### src/design/gtl_pkg.sv
`timescale 1ns / 1ps
// ----------------------------------------------------------------------------
// gtl_pkg
// Shared types and constants of the GBK text layout and glyph address block.
// ----------------------------------------------------------------------------
package gtl_pkg;

  // Configuration register indexes.
  typedef logic [2:0] reg_index_t;
  localparam reg_index_t REG_ORIGIN_X     = 3'd0;
  localparam reg_index_t REG_ORIGIN_Y     = 3'd1;
  localparam reg_index_t REG_BOX_WIDTH    = 3'd2;
  localparam reg_index_t REG_BOX_HEIGHT   = 3'd3;
  localparam reg_index_t REG_FONT_SIZE    = 3'd4;
  localparam reg_index_t REG_FONT_BASE    = 3'd5;
  localparam reg_index_t REG_OVERLAY_MODE = 3'd6;

  localparam int CFG_DATA_W = 24;

  // Cell kinds of a draw command.
  typedef logic [1:0] cell_kind_t;
  localparam cell_kind_t KIND_ASCII = 2'd0;
  localparam cell_kind_t KIND_WIDE  = 2'd1;
  localparam cell_kind_t KIND_EMPTY = 2'd2;

  // Byte codes of the GBK stream.
  localparam logic [7:0] BYTE_NUL      = 8'h00;
  localparam logic [7:0] BYTE_CR       = 8'd13;
  localparam logic [7:0] LEAD_THRESH   = 8'h80;
  localparam logic [7:0] LEAD_BASE     = 8'h81;
  localparam logic [7:0] TRAIL_BASE    = 8'h40;
  localparam logic [7:0] TRAIL_GAP     = 8'h7f;
  localparam logic [7:0] TRAIL_BASE_HI = 8'h41;
  localparam logic [7:0] BYTE_INVALID  = 8'hff;

  // Font geometry.
  localparam logic [5:0] WIDE_SIZE      = 6'd32;
  localparam logic [7:0] GLYPH_BYTES    = 8'd128;
  localparam int         GLYPH_SHIFT    = 7;
  localparam logic [7:0] GLYPHS_PER_ROW = 8'd190;
  localparam int         PROD_W         = 15;
  localparam int         CUR_MAX        = 8191;
  localparam int         POS_W          = 13;

  // Controller to datapath commands.
  typedef struct packed {
    logic load_in;
    logic exec;
    logic emit;
  } gtl_cmd_t;

  // Datapath to controller status.
  typedef struct packed {
    logic has_result;
    logic out_busy;
  } gtl_status_t;

endpackage

### src/design/gtl_ctrl.sv
`timescale 1ns / 1ps
// ----------------------------------------------------------------------------
// gtl_ctrl
// Sequencer: accept a byte, run the layout step, hand the result to the
// output register.
// ----------------------------------------------------------------------------
module gtl_ctrl
  import gtl_pkg::*;
(
  input  logic        clk,
  input  logic        rst,
  input  logic        in_valid,
  output logic        in_ready,
  input  gtl_status_t status,
  output gtl_cmd_t    cmd
);

  localparam logic [1:0] ST_IDLE = 2'd0;
  localparam logic [1:0] ST_EXEC = 2'd1;
  localparam logic [1:0] ST_EMIT = 2'd2;

  logic [1:0] state;
  logic [1:0] state_next;

  always_comb begin
    state_next  = state;
    cmd.load_in = 1'b0;
    cmd.exec    = 1'b0;
    cmd.emit    = 1'b0;
    in_ready    = 1'b0;
    unique case (state)
      ST_IDLE: begin
        in_ready    = 1'b1;
        cmd.load_in = in_valid;
        if (in_valid) begin
          state_next = ST_EXEC;
        end
      end
      ST_EXEC: begin
        cmd.exec   = 1'b1;
        state_next = status.has_result ? ST_EMIT : ST_IDLE;
      end
      ST_EMIT: begin
        // Wait until the output register is free or drains this cycle.
        if (!status.out_busy) begin
          cmd.emit   = 1'b1;
          state_next = ST_IDLE;
        end
      end
      default: begin
        state_next = ST_IDLE;
      end
    endcase
  end

  always_ff @(posedge clk) begin
    if (rst) begin
      state <= ST_IDLE;
    end else begin
      state <= state_next;
    end
  end

endmodule

### src/design/gtl_datapath.sv
`timescale 1ns / 1ps
// ----------------------------------------------------------------------------
// gtl_datapath
// Configuration registers, cursor and decode state, layout step, address
// computation and the output register.
// ----------------------------------------------------------------------------
module gtl_datapath
  import gtl_pkg::*;
#(
  parameter int COORD_BITS = 12
) (
  input  logic                  clk,
  input  logic                  rst,
  input  logic                  cfg_wr_en,
  input  reg_index_t            cfg_index,
  input  logic [CFG_DATA_W-1:0] cfg_data,
  input  gtl_cmd_t              cmd,
  output gtl_status_t           status,
  input  logic [7:0]            text_byte,
  input  logic                  string_start,
  output logic                  out_valid,
  input  logic                  out_ready,
  output cell_kind_t            cell_kind,
  output logic [POS_W-1:0]      pos_x,
  output logic [POS_W-1:0]      pos_y,
  output logic [6:0]            ascii_code,
  output logic [23:0]           glyph_addr,
  output logic [7:0]            glyph_bytes,
  output logic                  transparent
);

  // Cursor width covers both the clamped range and an unclamped origin.
  localparam int CW = (COORD_BITS > POS_W) ? COORD_BITS : POS_W;
  localparam int SW = CW + 3;

  function automatic logic [CW-1:0] clamp_cur(input logic signed [SW-1:0] v);
    logic [CW-1:0] r;
    if (v < 0) begin
      r = '0;
    end else if (v > $signed(SW'(CUR_MAX))) begin
      r = CW'(CUR_MAX);
    end else begin
      r = v[CW-1:0];
    end
    return r;
  endfunction

  // Configuration registers.
  logic [COORD_BITS-1:0] origin_x, origin_y, box_width, box_height;
  logic [5:0]            font_size;
  logic [23:0]           font_base_addr;
  logic                  overlay_mode;

  always_ff @(posedge clk) begin
    if (rst) begin
      origin_x       <= '0;
      origin_y       <= '0;
      box_width      <= COORD_BITS'(320);
      box_height     <= COORD_BITS'(480);
      font_size      <= WIDE_SIZE;
      font_base_addr <= '0;
      overlay_mode   <= 1'b0;
    end else if (cfg_wr_en) begin
      unique case (cfg_index)
        REG_ORIGIN_X:     origin_x       <= cfg_data[COORD_BITS-1:0];
        REG_ORIGIN_Y:     origin_y       <= cfg_data[COORD_BITS-1:0];
        REG_BOX_WIDTH:    box_width      <= cfg_data[COORD_BITS-1:0];
        REG_BOX_HEIGHT:   box_height     <= cfg_data[COORD_BITS-1:0];
        REG_FONT_SIZE:    font_size      <= cfg_data[5:0];
        REG_FONT_BASE:    font_base_addr <= cfg_data[23:0];
        REG_OVERLAY_MODE: overlay_mode   <= cfg_data[0];
        default: begin
        end
      endcase
    end
  end

  // Captured input transaction.
  logic [7:0] byte_q;
  logic       start_q;

  always_ff @(posedge clk) begin
    if (cmd.load_in) begin
      byte_q  <= text_byte;
      start_q <= string_start;
    end
  end

  // Layout state.
  logic [CW-1:0] cursor_x, cursor_y;
  logic          lead_pending, skip_next, stopped;
  logic [7:0]    lead_value;

  logic [CW-1:0] cursor_x_next, cursor_y_next;
  logic          lead_pending_next, skip_next_next, stopped_next;
  logic [7:0]    lead_value_next;

  // Values after an optional string restart.
  logic [CW-1:0] eff_cx, eff_cy;
  logic          eff_lp, eff_sk, eff_st;
  logic [7:0]    eff_lv;

  logic signed [SW-1:0] cx_s, cy_s, ox_s, oy_s, bw_s, bh_s, size_s, cell_s;
  logic signed [SW-1:0] xw_s, yw_s;
  logic                 wrap, full, bad_code;
  logic                 res_valid;
  cell_kind_t           res_kind;
  logic [7:0]           row, col;

  always_comb begin
    eff_cx = start_q ? CW'(origin_x) : cursor_x;
    eff_cy = start_q ? CW'(origin_y) : cursor_y;
    eff_lp = start_q ? 1'b0 : lead_pending;
    eff_lv = start_q ? 8'h00 : lead_value;
    eff_sk = start_q ? 1'b0 : skip_next;
    eff_st = start_q ? 1'b0 : stopped;

    cx_s   = $signed({3'b000, eff_cx});
    cy_s   = $signed({3'b000, eff_cy});
    ox_s   = $signed(SW'(origin_x));
    oy_s   = $signed(SW'(origin_y));
    bw_s   = $signed(SW'(box_width));
    bh_s   = $signed(SW'(box_height));
    size_s = $signed(SW'(font_size));
    cell_s = eff_lp ? size_s : $signed(SW'(font_size[5:1]));

    // A character that would cross the right edge starts a new line.
    wrap = cx_s > (ox_s + bw_s - cell_s);
    xw_s = wrap ? ox_s : cx_s;
    yw_s = wrap ? (cy_s + size_s) : cy_s;
    full = yw_s > (oy_s + bh_s - size_s);

    bad_code = (font_size != WIDE_SIZE) || (eff_lv < LEAD_BASE) || (byte_q < TRAIL_BASE) ||
               (byte_q == BYTE_INVALID) || (eff_lv == BYTE_INVALID);
    row = eff_lv - LEAD_BASE;
    col = (byte_q < TRAIL_GAP) ? (byte_q - TRAIL_BASE) : (byte_q - TRAIL_BASE_HI);

    cursor_x_next     = eff_cx;
    cursor_y_next     = eff_cy;
    lead_pending_next = eff_lp;
    lead_value_next   = eff_lv;
    skip_next_next    = eff_sk;
    stopped_next      = eff_st;
    res_valid         = 1'b0;
    res_kind          = KIND_ASCII;

    priority if (byte_q == BYTE_NUL) begin
      // A zero byte ends the string wherever it arrives.
      stopped_next      = 1'b1;
      lead_pending_next = 1'b0;
      skip_next_next    = 1'b0;
    end else if (eff_st) begin
    end else if (eff_sk) begin
      skip_next_next = 1'b0;
    end else if (!eff_lp && (byte_q > LEAD_THRESH)) begin
      lead_pending_next = 1'b1;
      lead_value_next   = byte_q;
    end else if (full) begin
      stopped_next      = 1'b1;
      lead_pending_next = 1'b0;
    end else if (eff_lp) begin
      lead_pending_next = 1'b0;
      res_valid         = 1'b1;
      res_kind          = bad_code ? KIND_EMPTY : KIND_WIDE;
      cursor_x_next     = clamp_cur(xw_s + size_s);
      cursor_y_next     = clamp_cur(yw_s);
    end else if (byte_q == BYTE_CR) begin
      cursor_x_next  = clamp_cur(ox_s);
      cursor_y_next  = clamp_cur(yw_s + size_s);
      skip_next_next = 1'b1;
    end else begin
      res_valid     = 1'b1;
      res_kind      = KIND_ASCII;
      cursor_x_next = clamp_cur(xw_s + cell_s);
      cursor_y_next = clamp_cur(yw_s);
    end
  end

  always_ff @(posedge clk) begin
    if (rst) begin
      cursor_x     <= '0;
      cursor_y     <= '0;
      lead_pending <= 1'b0;
      lead_value   <= '0;
      skip_next    <= 1'b0;
      stopped      <= 1'b0;
    end else if (cmd.exec) begin
      cursor_x     <= cursor_x_next;
      cursor_y     <= cursor_y_next;
      lead_pending <= lead_pending_next;
      lead_value   <= lead_value_next;
      skip_next    <= skip_next_next;
      stopped      <= stopped_next;
    end
  end

  // Staging registers: the row product is registered before the address add.
  cell_kind_t         st_kind;
  logic [POS_W-1:0]   st_x, st_y;
  logic [6:0]         st_code;
  logic [PROD_W-1:0]  st_prod;
  logic [7:0]         st_col;
  logic [PROD_W-1:0]  glyph_index;
  logic [23:0]        addr_calc;

  always_ff @(posedge clk) begin
    if (cmd.exec) begin
      st_kind <= res_kind;
      st_x    <= xw_s[POS_W-1:0];
      st_y    <= yw_s[POS_W-1:0];
      st_code <= byte_q[6:0];
      st_prod <= PROD_W'(16'(row) * 16'(GLYPHS_PER_ROW));
      st_col  <= col;
    end
  end

  assign glyph_index = st_prod + PROD_W'(st_col);
  assign addr_calc   = 24'({glyph_index, {GLYPH_SHIFT{1'b0}}}) + font_base_addr;

  // Output register.
  always_ff @(posedge clk) begin
    if (rst) begin
      out_valid <= 1'b0;
    end else if (cmd.emit) begin
      out_valid <= 1'b1;
    end else if (out_ready) begin
      out_valid <= 1'b0;
    end
  end

  always_ff @(posedge clk) begin
    if (cmd.emit) begin
      cell_kind   <= st_kind;
      pos_x       <= st_x;
      pos_y       <= st_y;
      ascii_code  <= (st_kind == KIND_ASCII) ? st_code : 7'd0;
      glyph_addr  <= (st_kind == KIND_WIDE) ? addr_calc : 24'd0;
      glyph_bytes <= (st_kind == KIND_WIDE) ? GLYPH_BYTES : 8'd0;
      transparent <= overlay_mode;
    end
  end

  assign status.has_result = res_valid;
  assign status.out_busy   = out_valid && !out_ready;

  // A held result is never overwritten.
  a_no_overwrite: assert property (@(posedge clk) disable iff (rst)
    cmd.emit |-> !(out_valid && !out_ready))
    else $error("result loaded while output register was stalled");

  // Loading the output register always presents a transaction.
  a_emit_valid: assert property (@(posedge clk) disable iff (rst)
    cmd.emit |=> out_valid)
    else $error("emit did not raise out_valid");

  // A pending lead byte and a skip after CR never coexist.
  a_lead_skip: assert property (@(posedge clk) disable iff (rst)
    !(lead_pending && skip_next))
    else $error("lead_pending and skip_next both set");

  // The step runs only on a captured byte, never in the capture cycle.
  a_cmd_excl: assert property (@(posedge clk) disable iff (rst)
    cmd.load_in |=> cmd.exec && !cmd.load_in)
    else $error("layout step did not follow byte capture");

endmodule

### src/design/gbk_text_layout_glyph_addr_top.sv
`timescale 1ns / 1ps
// ----------------------------------------------------------------------------
// gbk_text_layout_glyph_addr_top
// GBK text layout with font flash glyph addressing.
// ----------------------------------------------------------------------------
// Usage:
//   The input channel (in_valid/in_ready) carries one GBK byte per
//   transaction together with string_start, which restarts the cursor at the
//   box origin and clears the decode flags before that byte. Each character
//   yields at most one draw command on the output channel (out_valid/
//   out_ready): its cell kind, position, ASCII code or flash glyph address.
//   Lead bytes, CR, skipped bytes, a stopped layout or a full box give none.
//   Configuration is written through cfg_wr_en/cfg_index/cfg_data; the
//   user must write it only while the block is idle, which the block does
//   not enforce itself. Writes take effect at the next clock edge.
//   Steps: a byte is captured when accepted and laid out in the next
//   cycle. A byte with a result takes a further emit step in which the
//   registered row product is added to the font base and the output
//   register is loaded. A new byte is not accepted until the sequencer
//   has finished these steps for the last one.
//   When the receiver stalls, the result waits in the output register and
//   the next byte is still accepted and laid out; the sequencer then holds
//   in its emit step until the output register is free.
//   Synchronous reset clears the sequencer, the cursor and flags, and loads
//   the register reset values; no clearing pass is needed.
// ----------------------------------------------------------------------------
module gbk_text_layout_glyph_addr_top
  import gtl_pkg::*;
#(
  parameter int COORD_BITS = 12
) (
  input  logic                  clk,
  input  logic                  rst,
  input  logic                  cfg_wr_en,
  input  logic [2:0]            cfg_index,
  input  logic [CFG_DATA_W-1:0] cfg_data,
  input  logic                  in_valid,
  output logic                  in_ready,
  input  logic [7:0]            text_byte,
  input  logic                  string_start,
  output logic                  out_valid,
  input  logic                  out_ready,
  output logic [1:0]            cell_kind,
  output logic [12:0]           pos_x,
  output logic [12:0]           pos_y,
  output logic [6:0]            ascii_code,
  output logic [23:0]           glyph_addr,
  output logic [7:0]            glyph_bytes,
  output logic                  transparent
);

  // Commands from the sequencer and status back from the datapath.
  gtl_cmd_t    cmd;
  gtl_status_t status;

  gtl_ctrl u_ctrl (
    .clk      (clk),
    .rst      (rst),
    .in_valid (in_valid),
    .in_ready (in_ready),
    .status   (status),
    .cmd      (cmd)
  );

  // The datapath holds the configuration, the cursor and the output register.
  gtl_datapath #(
    .COORD_BITS (COORD_BITS)
  ) u_datapath (
    .clk          (clk),
    .rst          (rst),
    .cfg_wr_en    (cfg_wr_en),
    .cfg_index    (cfg_index),
    .cfg_data     (cfg_data),
    .cmd          (cmd),
    .status       (status),
    .text_byte    (text_byte),
    .string_start (string_start),
    .out_valid    (out_valid),
    .out_ready    (out_ready),
    .cell_kind    (cell_kind),
    .pos_x        (pos_x),
    .pos_y        (pos_y),
    .ascii_code   (ascii_code),
    .glyph_addr   (glyph_addr),
    .glyph_bytes  (glyph_bytes),
    .transparent  (transparent)
  );

endmodule
### config.mk
export PLATFORM = sky130hd
export DESIGN_NAME = gbk_text_layout_glyph_addr_top
export DESIGN_NICKNAME = d
export VERILOG_FILES = /design/src/design/gtl_pkg.sv /design/src/design/gtl_ctrl.sv /design/src/design/gtl_datapath.sv /design/src/design/gbk_text_layout_glyph_addr_top.sv
export SDC_FILE = /design/constraint.sdc
export NUM_CORES = 1
export LEC_CHECK = 0
export BUFFER_PORTS_ARGS = -buffer_cell sky130_fd_sc_hd__buf_2
export CAP_MARGIN = 40
export CORE_ASPECT_RATIO = 1.25
export CORE_MARGIN = 2
export CORE_UTILIZATION = 44
export DETAILED_ROUTE_END_ITERATION = 16
export PLACE_DENSITY_LB_ADDON = 0.25
export SLEW_MARGIN = 20
export SYNTH_ARGS = -nofsm -noshare
export SYNTH_HDL_FRONTEND = slang
export SYNTH_SLANG_ARGS = --single-unit
### constraint.sdc
create_clock -name clk -period 8.1 [get_ports clk]
set_clock_uncertainty 0.1 [all_clocks]
set_input_delay 2.43 -clock clk [delete_from_list [all_inputs] [get_ports clk]]
set_output_delay 2.43 -clock clk [all_outputs]
set_load 0.1 [all_outputs]
After elaboration in Yosys (flattened, before gate mapping) --
Index checks and enable logic that the tools add are counted. W data, S select, Z words.
Storage, ports and cells: flip-flop bits (word level) 253, input bits 41, logic and storage cells 168
Cells by class: reduce and logical (&&, ||, !) cells 22, add/sub/neg operators 13, bitwise logic cells 1, multiply operators 1, $lt $le $gt $ge 14, multiplexer cells 72, equality and inequality tests 15
Operators with widths (number):
- $mux W13 | 25
- $gt A16 B14 Y1 const B | 4
- $lt A16 B1 Y1 const B | 4
- $mux W8 | 7
- $add A13 B6 Y14 | 3
- $mux W1 | 33
- $add A12 B12 Y13 | 2
- $add A22 B24 Y24 | 1
- $add A16 B7 Y16 | 1
- $eq A8 B8 Y1 const B | 2
- $gt A14 B16 Y1 | 1
- $gt A16 B16 Y1 | 1
- $lt A8 B7 Y1 const B | 2
- $reduce_and A2 Y1 | 8
- $sub A16 B16 Y16 | 1
- $sub A16 B7 Y16 | 1
- $sub A8 B7 Y8 const B | 2
- $add A15 B8 Y15 | 1
- $mul A8 B7 Y14 const B | 1
- $mux W14 | 1
- $eq A3 B3 Y1 const B | 3
- $eq A8 B4 Y1 const B | 1
- $gt A8 B8 Y1 const B | 1
- $logic_not A8 Y1 | 1
- other kinds (19) | 31

Depth between registers and ports, before layout --
depth after elaboration 16, depth in mapped cells 43, depth with buffers taken out 37

By module --
Synthesis repeated with hierarchy kept, for this count alone.
Second synthesis, totals: cell total of the unflattened synthesis 1812, area total of the unflattened synthesis 16636.0 um^2
Modules (own cells, without submodules):
- gtl_datapath | cells an instance 1802, instances 1, area an instance 16534.6 um^2, seq. area each 6155.9 um^2
- gtl_ctrl | cells an instance 10, instances 1, area an instance 101.3 um^2, seq. area each 40.0 um^2

Least setup slack after synthesis --
Ideal clock, no wire load.
path kind register -> register, from reg u_datapath.start_q, to reg u_datapath.cursor_x[4], data required time 7.866 ns, setup time 0.134 ns, cell stages (with the launch flop) 43, period minus slack after synthesis 8.246 ns, arrival 8.012 ns, path slack -0.146 ns, cells stage by stage edfxtp_1 > clkbuf_1 > clkbuf_8 > nor2b_1 > clkbuf_1 > clkbuf_1 > o21ai_0 > ha_1 > fa_1 > nor2b_1 > o21ai_0 > nand2_1 > a31o_2 > nor2_1 > or3_2 > and2_2 > ha_1 > and3_1 > [7 not listed] > buf_2 > clkbuf_1 > nand2_1 > nand2_1 > ha_1 > a21o_1 > a21oi_1 > o21bai_1 > a21o_1 > a21oi_1 > nor2_1 > and4_2 > nand2b_1 > buf_2 > nor2_1 > nor3_1 > a2111oi_0 > nor4_1
Between the ends: word-level cells in the longest chain between the ends 16, elaborated cells between the ends (all ways) 31, those cells by class add/sub: 4; order compare: 6; mux: 19; reduce/logical: 2
RTL lines:
- start: declaration | line gtl_datapath.sv:80 | logic start_q;
- start signal: assignment | line gtl_datapath.sv:85 | start_q <= string_start;
- $mux W1 | line gtl_datapath.sv:113 | eff_lp = start_q ? 1'b0 : lead_pending;
- $mux W6 | line gtl_datapath.sv:125 | cell_s = eff_lp ? size_s : $signed(SW'(font_size[5:1]));
- $sub A16 B16 Y16 | line gtl_datapath.sv:128 | wrap = cx_s > (ox_s + bw_s - cell_s);
- $gt A14 B16 Y1 | line gtl_datapath.sv:128
- $mux W13 (*) | line gtl_datapath.sv:129 | xw_s = wrap ? ox_s : cx_s;
- named net u_datapath.xw_s[1] | line gtl_datapath.sv:104 | logic signed [SW-1:0] xw_s, yw_s;
- $add A13 B6 Y14 | line gtl_datapath.sv:174 | cursor_x_next = clamp_cur(xw_s + cell_s);
- $gt A16 B14 Y1 | line gtl_datapath.sv:40 | end else if (v > $signed(SW'(CUR_MAX))) begin
- $mux W13 | line gtl_datapath.sv:40
- $mux W13 | line gtl_datapath.sv:38 | if (v < 0) begin
- $mux W13 | line gtl_datapath.sv:167 | end else if (byte_q == BYTE_CR) begin
- $mux W13 (*) | line gtl_datapath.sv:161 | end else if (eff_lp) begin
- $mux W13 (*) | line gtl_datapath.sv:158 | end else if (full) begin
- $mux W13 (*) | line gtl_datapath.sv:155 | end else if (!eff_lp && (byte_q > LEAD_THRESH)) begin
- $mux W13 (*) | line gtl_datapath.sv:153 | end else if (eff_sk) begin
- $mux W13 (*) | line gtl_datapath.sv:152 | end else if (eff_st) begin
- $mux W13 (*) | line gtl_datapath.sv:147 | priority if (byte_q == BYTE_NUL) begin
- end signal: assignment | line gtl_datapath.sv:188 | cursor_x <= cursor_x_next;
- end: declaration | line gtl_datapath.sv:90 | logic [CW-1:0] cursor_x, cursor_y;
Mark *: on every way through the listed nets, which the timed path passes. The rest lies on a longest branch. A chain may end at the register's enable or synchronous reset.

Worst setup path after layout --
from reg u_datapath.origin_x[0], to reg u_datapath.cursor_x[12]
Between the ends: elaborated cells between the ends (all ways) 24, those cells by class add/sub: 4; order compare: 6; mux: 14
RTL lines:
- start: declaration | line gtl_datapath.sv:49 | logic [COORD_BITS-1:0] origin_x, origin_y, box_width, box_height;
- start signal: assignment | line gtl_datapath.sv:65 | REG_ORIGIN_X: origin_x <= cfg_data[COORD_BITS-1:0];
- $add A12 B12 Y13 | line gtl_datapath.sv:128
- $sub A16 B16 Y16 | line gtl_datapath.sv:128
- $gt A14 B16 Y1 (*) | line gtl_datapath.sv:128
- $mux W14 (*) | line gtl_datapath.sv:130 | yw_s = wrap ? (cy_s + size_s) : cy_s;
- named net u_datapath.yw_s[9] | line gtl_datapath.sv:104
- $gt A16 B16 Y1 (*) | line gtl_datapath.sv:131 | full = yw_s > (oy_s + bh_s - size_s);
- $mux W13 (*) | line gtl_datapath.sv:158
- $mux W13 (*) | line gtl_datapath.sv:155
- $mux W13 (*) | line gtl_datapath.sv:153
- $mux W13 (*) | line gtl_datapath.sv:152
- $mux W13 (*) | line gtl_datapath.sv:147
Marks and branches as above.

==> results.rst <==
.. list-table::
   :header-rows: 1

   * - Metric
     - Value
   * - Setup Viol. Count Final
     - 0
   * - Cell count after placement
     - 2392
   * - GRT Resource Usage Total
     - 0.237
   * - HPWL Detailed
     - 35.4 mm
   * - Die width
     - 178 microns
   * - Fin crit share
     - 0.933
   * - Distinct cell type count after synthesis
     - 98
   * - Aggregate routed wire length
     - 46.7 mm
   * - Number of hold buffers added after CTS
     - 0
   * - Crit path capture
     - u_datapath.cursor_x[12]
   * - Final-stage net count
     - 2161
   * - Peak VDD IR
     - 0.167 mV
   * - Proportion of layout cells with a drive suffix above 1
     - 0.137
   * - CP most frequent cell
     - sky130_fd_sc_hd__a21o_1
   * - Cell count after synthesis
     - 1817
   * - Crit-path max FO
     - 13
   * - Final non-filler cell total
     - 2444
   * - Root cell of the clock tree
     - sky130_fd_sc_hd__clkbuf_16
   * - Number of max-cap violations
     - 0
   * - Total of flip-flops plus latches after synthesis
     - 246
   * - Biggest area consumer among synthesized cells
     - sky130_fd_sc_hd__edfxtp_1
   * - Ports placed on the boundary
     - 111
   * - Type of the most critical hold path
     - reg -> reg
   * - Worst EP required
     - 8.46 ns
   * - Shortest period the worst path allows
     - 7.55 ns
   * - Static leakage
     - 0.00786 uW
   * - Final ANT Viol Nets
     - 0
   * - Final critical-path setup slack
     - 0.547 ns
   * - Buffer levels on the longest clock path
     - 3
   * - Critical path type
     - reg -> reg
   * - Post-place setup slack
     - 0.128 ns
   * - Placement Cell Area
     - 17800 sq um
   * - Fraction of post-synthesis cell area in the top cell type by area
     - 0.229
   * - Average footprint of a synthesized cell
     - 9.16 sq um
   * - Setup repair after global routing missed its margin
     - no
   * - Std-Cell Core Area
     - 37300 sq um
   * - Total overflow reported by the global router
     - 0
   * - Slew @ Worst Pin
     - 0.850 ns
   * - Setup slack, reg-to-reg
     - 0.55 ns
   * - Latest clock arrival within the worst-skew pair
     - 0.56 ns
   * - Number of antenna violations at the first check in global routing
     - 1
   * - Final total negative setup slack
     - 0 ns
   * - TritonCTS buffer count
     - 27
   * - Pin count of the biggest net entering global routing
     - 72
   * - Netlist Area Pre-Place
     - 16600 sq um
   * - R2R cell count
     - 33
   * - Number of pins with negative max-slew slack in the final report
     - 0
   * - DIE HEIGHT
     - 221 microns
   * - Effective utilization at floorplan
     - 0.447
   * - Vias after detailed routing
     - 13.9k
   * - Critical R2R Launch
     - u_datapath.origin_x[0]
   * - Most common cell in the netlist
     - sky130_fd_sc_hd__nand2_1
   * - First-pass GRT wire length
     - 73.3 mm
   * - Number of vias per cell after detailed routing
     - 5.67
   * - CP Launch Type
     - flip-flop
   * - Reg clk slew, reported paths
     - 0.06 ns
   * - First drt pass iteration count
     - 4
   * - Cell area power density
     - 211 nW/um^2
   * - Drt initial violations
     - 835
   * - Number of filler instances in the final layout
     - 3468
   * - Achievable Freq
     - 132 MHz
   * - Cell Rows
     - 79
   * - Run status
     - completed
   * - CTS tree
     - done
   * - Most instantiated cells after synthesis
     - 261 x sky130_fd_sc_hd__nand2_1, 165 x sky130_fd_sc_hd__a21oi_1, 153 x sky130_fd_sc_hd__ha_1, 127 x sky130_fd_sc_hd__edfxtp_1, 119 x sky130_fd_sc_hd__dfxtp_1
   * - Category of the worst setup path capture point
     - flip-flop
   * - Number of global-route vias before repair
     - 13.7k
   * - DR WL/cell
     - 19.1 microns
   * - Cell at the slowest stage of the critical path
     - sky130_fd_sc_hd__fa_1
   * - Slew Limit Headroom
     - 0.432
   * - Warnings, synthesis
     - 0
   * - Commonest register cell after synthesis
     - sky130_fd_sc_hd__edfxtp_1
   * - Worst r2r dst
     - u_datapath.cursor_x[12]
   * - Delay of the slowest cell on the worst path
     - 0.49 ns
   * - Total count of hold-check failures in the final report
     - 0
   * - Area added between synthesis and finish
     - 13.2%
   * - Register area share after synthesis
     - 0.372
   * - Layout Cell Area excl Fill
     - 18800 sq um
   * - Fraction of synthesis flops using an asynchronous set or reset pin
     - 0
   * - # port buffers
     - 103
   * - Ranking of synthesized cells by area
     - sky130_fd_sc_hd__edfxtp_1 23%, sky130_fd_sc_hd__dfxtp_1 14%, sky130_fd_sc_hd__ha_1 12%
   * - DRC errors left
     - 0
   * - H-Tree Level Count
     - 1
   * - Die ar.
     - 39400 sq um
   * - Number of clock sinks
     - 246
   * - Count of flip-flops with a built-in enable after synthesis
     - 127
   * - Placer's final routability congestion estimate
     - 0.954
   * - Worst setup startpoint
     - u_datapath.origin_x[0]
   * - Arrival @ worst endpoint
     - 7.91 ns
-- cells in the final DEF (no fill, tap or decap), types with 24 or more instances in the layout --
cell type,count
sky130_fd_sc_hd__buf_2,104
sky130_fd_sc_hd__fa_1,30
sky130_fd_sc_hd__mux2i_1,29
sky130_fd_sc_hd__nor2_1,108
sky130_fd_sc_hd__edfxtp_1,127
sky130_fd_sc_hd__a21o_1,33
sky130_fd_sc_hd__xnor2_1,71
sky130_fd_sc_hd__dfxtp_1,119
sky130_fd_sc_hd__nand2_1,260
sky130_fd_sc_hd__nor3_1,38
sky130_fd_sc_hd__inv_1,116
sky130_fd_sc_hd__a21oi_1,163
sky130_fd_sc_hd__nand3_1,40
sky130_fd_sc_hd__clkbuf_16,27
sky130_fd_sc_hd__xor2_1,30
sky130_fd_sc_hd__ha_1,153
sky130_fd_sc_hd__and2_1,24
sky130_fd_sc_hd__buf_4,42
sky130_fd_sc_hd__o21ai_0,75
-- power breakdown --
group | total (uW) | switching [uW] | leakage, uW | internal [uW]
Sequential | 1470 | 41.6 | 0.00215 | 1430
Combinational | 1240 | 715 | 0.00526 | 530
Clock | 1260 | 512 | 0.000446 | 749
-- worst min-delay path by stage --
stage	start	end	slack (ns)	cells past startpoint
after floorplan	u_datapath.st_x[0]	u_datapath.pos_x[0]	0.30	0
after global placement	u_datapath.st_y[9]	u_datapath.pos_y[9]	0.30	0
after detailed placement	u_datapath.st_y[10]	u_datapath.pos_y[10]	0.30	0
after CTS	u_datapath.st_y[10]	u_datapath.pos_y[10]	0.32	0
after global routing	u_datapath.st_y[10]	u_datapath.pos_y[10]	0.32	0
final	u_datapath.st_y[10]	u_datapath.pos_y[10]	0.32	0
-- kinds of logic (layout without fill, tap and decap cells) --
family	after synthesis	in the layout	share of synthesized area
other cells	1	8	0.000225
xor+xnor	104	104	0.0561
mux	46	46	0.0289
fa+ha+maj	183	183	0.151
buf+inv	181	315	0.0452
flops	246	246	0.372
simple gates	593	593	0.166
compound gates	463	463	0.180
-- routing by layer --
layer	track usage	routed length, microns	up-vias
met4	0.118	2250	0
met1	0.285	19400	6610
met5	0	0	-
li1	-	-	6727
met3	0.0321	2340	130
met2	0.409	22700	400
-- critical path: cells and delay by family, from the launching register on --
kind | cells | cell delay, ns
AOI/OAI and AO/OA | 15 | 2.97
xor gates and xnor gates | 1 | 0.19
adders and majority gates | 5 | 1.89
buffers and inverters | 2 | 0.31
DFF | 1 | 0.43
and+or+nand+nor | 10 | 1.56
-- stage by stage --
step | total power, uW | hold WS (ns) | utilization
2_1_floorplan | 2470 | 0.300 | -
3_3_place_gp | 2700 | 0.304 | 0.477
3_5_place_dp | 2730 | 0.305 | 0.479
4_1_cts | 4010 | 0.316 | 0.503
5_1_grt | 4230 | 0.321 | 0.505
6_report | 3980 | 0.316 | 0.505
-- state kept, by name, summed over array words and instances, names as in the netlist, 8 cells and up --
| signal | cells |
|---|---|
| u_datapath.box_height | 12 |
| u_datapath.box_width | 12 |
| u_datapath.byte_q | 8 |
| u_datapath.cursor_x | 13 |
| u_datapath.cursor_y | 13 |
| u_datapath.font_base_addr | 24 |
| u_datapath.glyph_addr | 24 |
| u_datapath.lead_value | 8 |
| u_datapath.origin_x | 12 |
| u_datapath.origin_y | 12 |
| u_datapath.pos_x | 13 |
| u_datapath.pos_y | 13 |
| u_datapath.st_col | 8 |
| u_datapath.st_prod | 14 |
| u_datapath.st_x | 13 |
| u_datapath.st_y | 13 |
-- repair_timing --
action	4_1_cts	5_1_grt
gates resized for setup	0	12
endpoints found under the setup margin	0	30
buffers inserted	0	1
-- final cells by class --
class | count | area, sq um | share of cell area
inverter | 117 | 440 | 0.0234
antenna | 1 | 2.50 | 0.000133
timing repair buffer | 149 | 906 | 0.0481
clock buffer | 31 | 701 | 0.0372
multi-input combinational | 1396 | 9770 | 0.519
clock inverter | 18 | 204 | 0.0108
sequential | 246 | 6200 | 0.329
tap | 486 | 608 | 0.0323
Power figures use the tool's default switching activity.
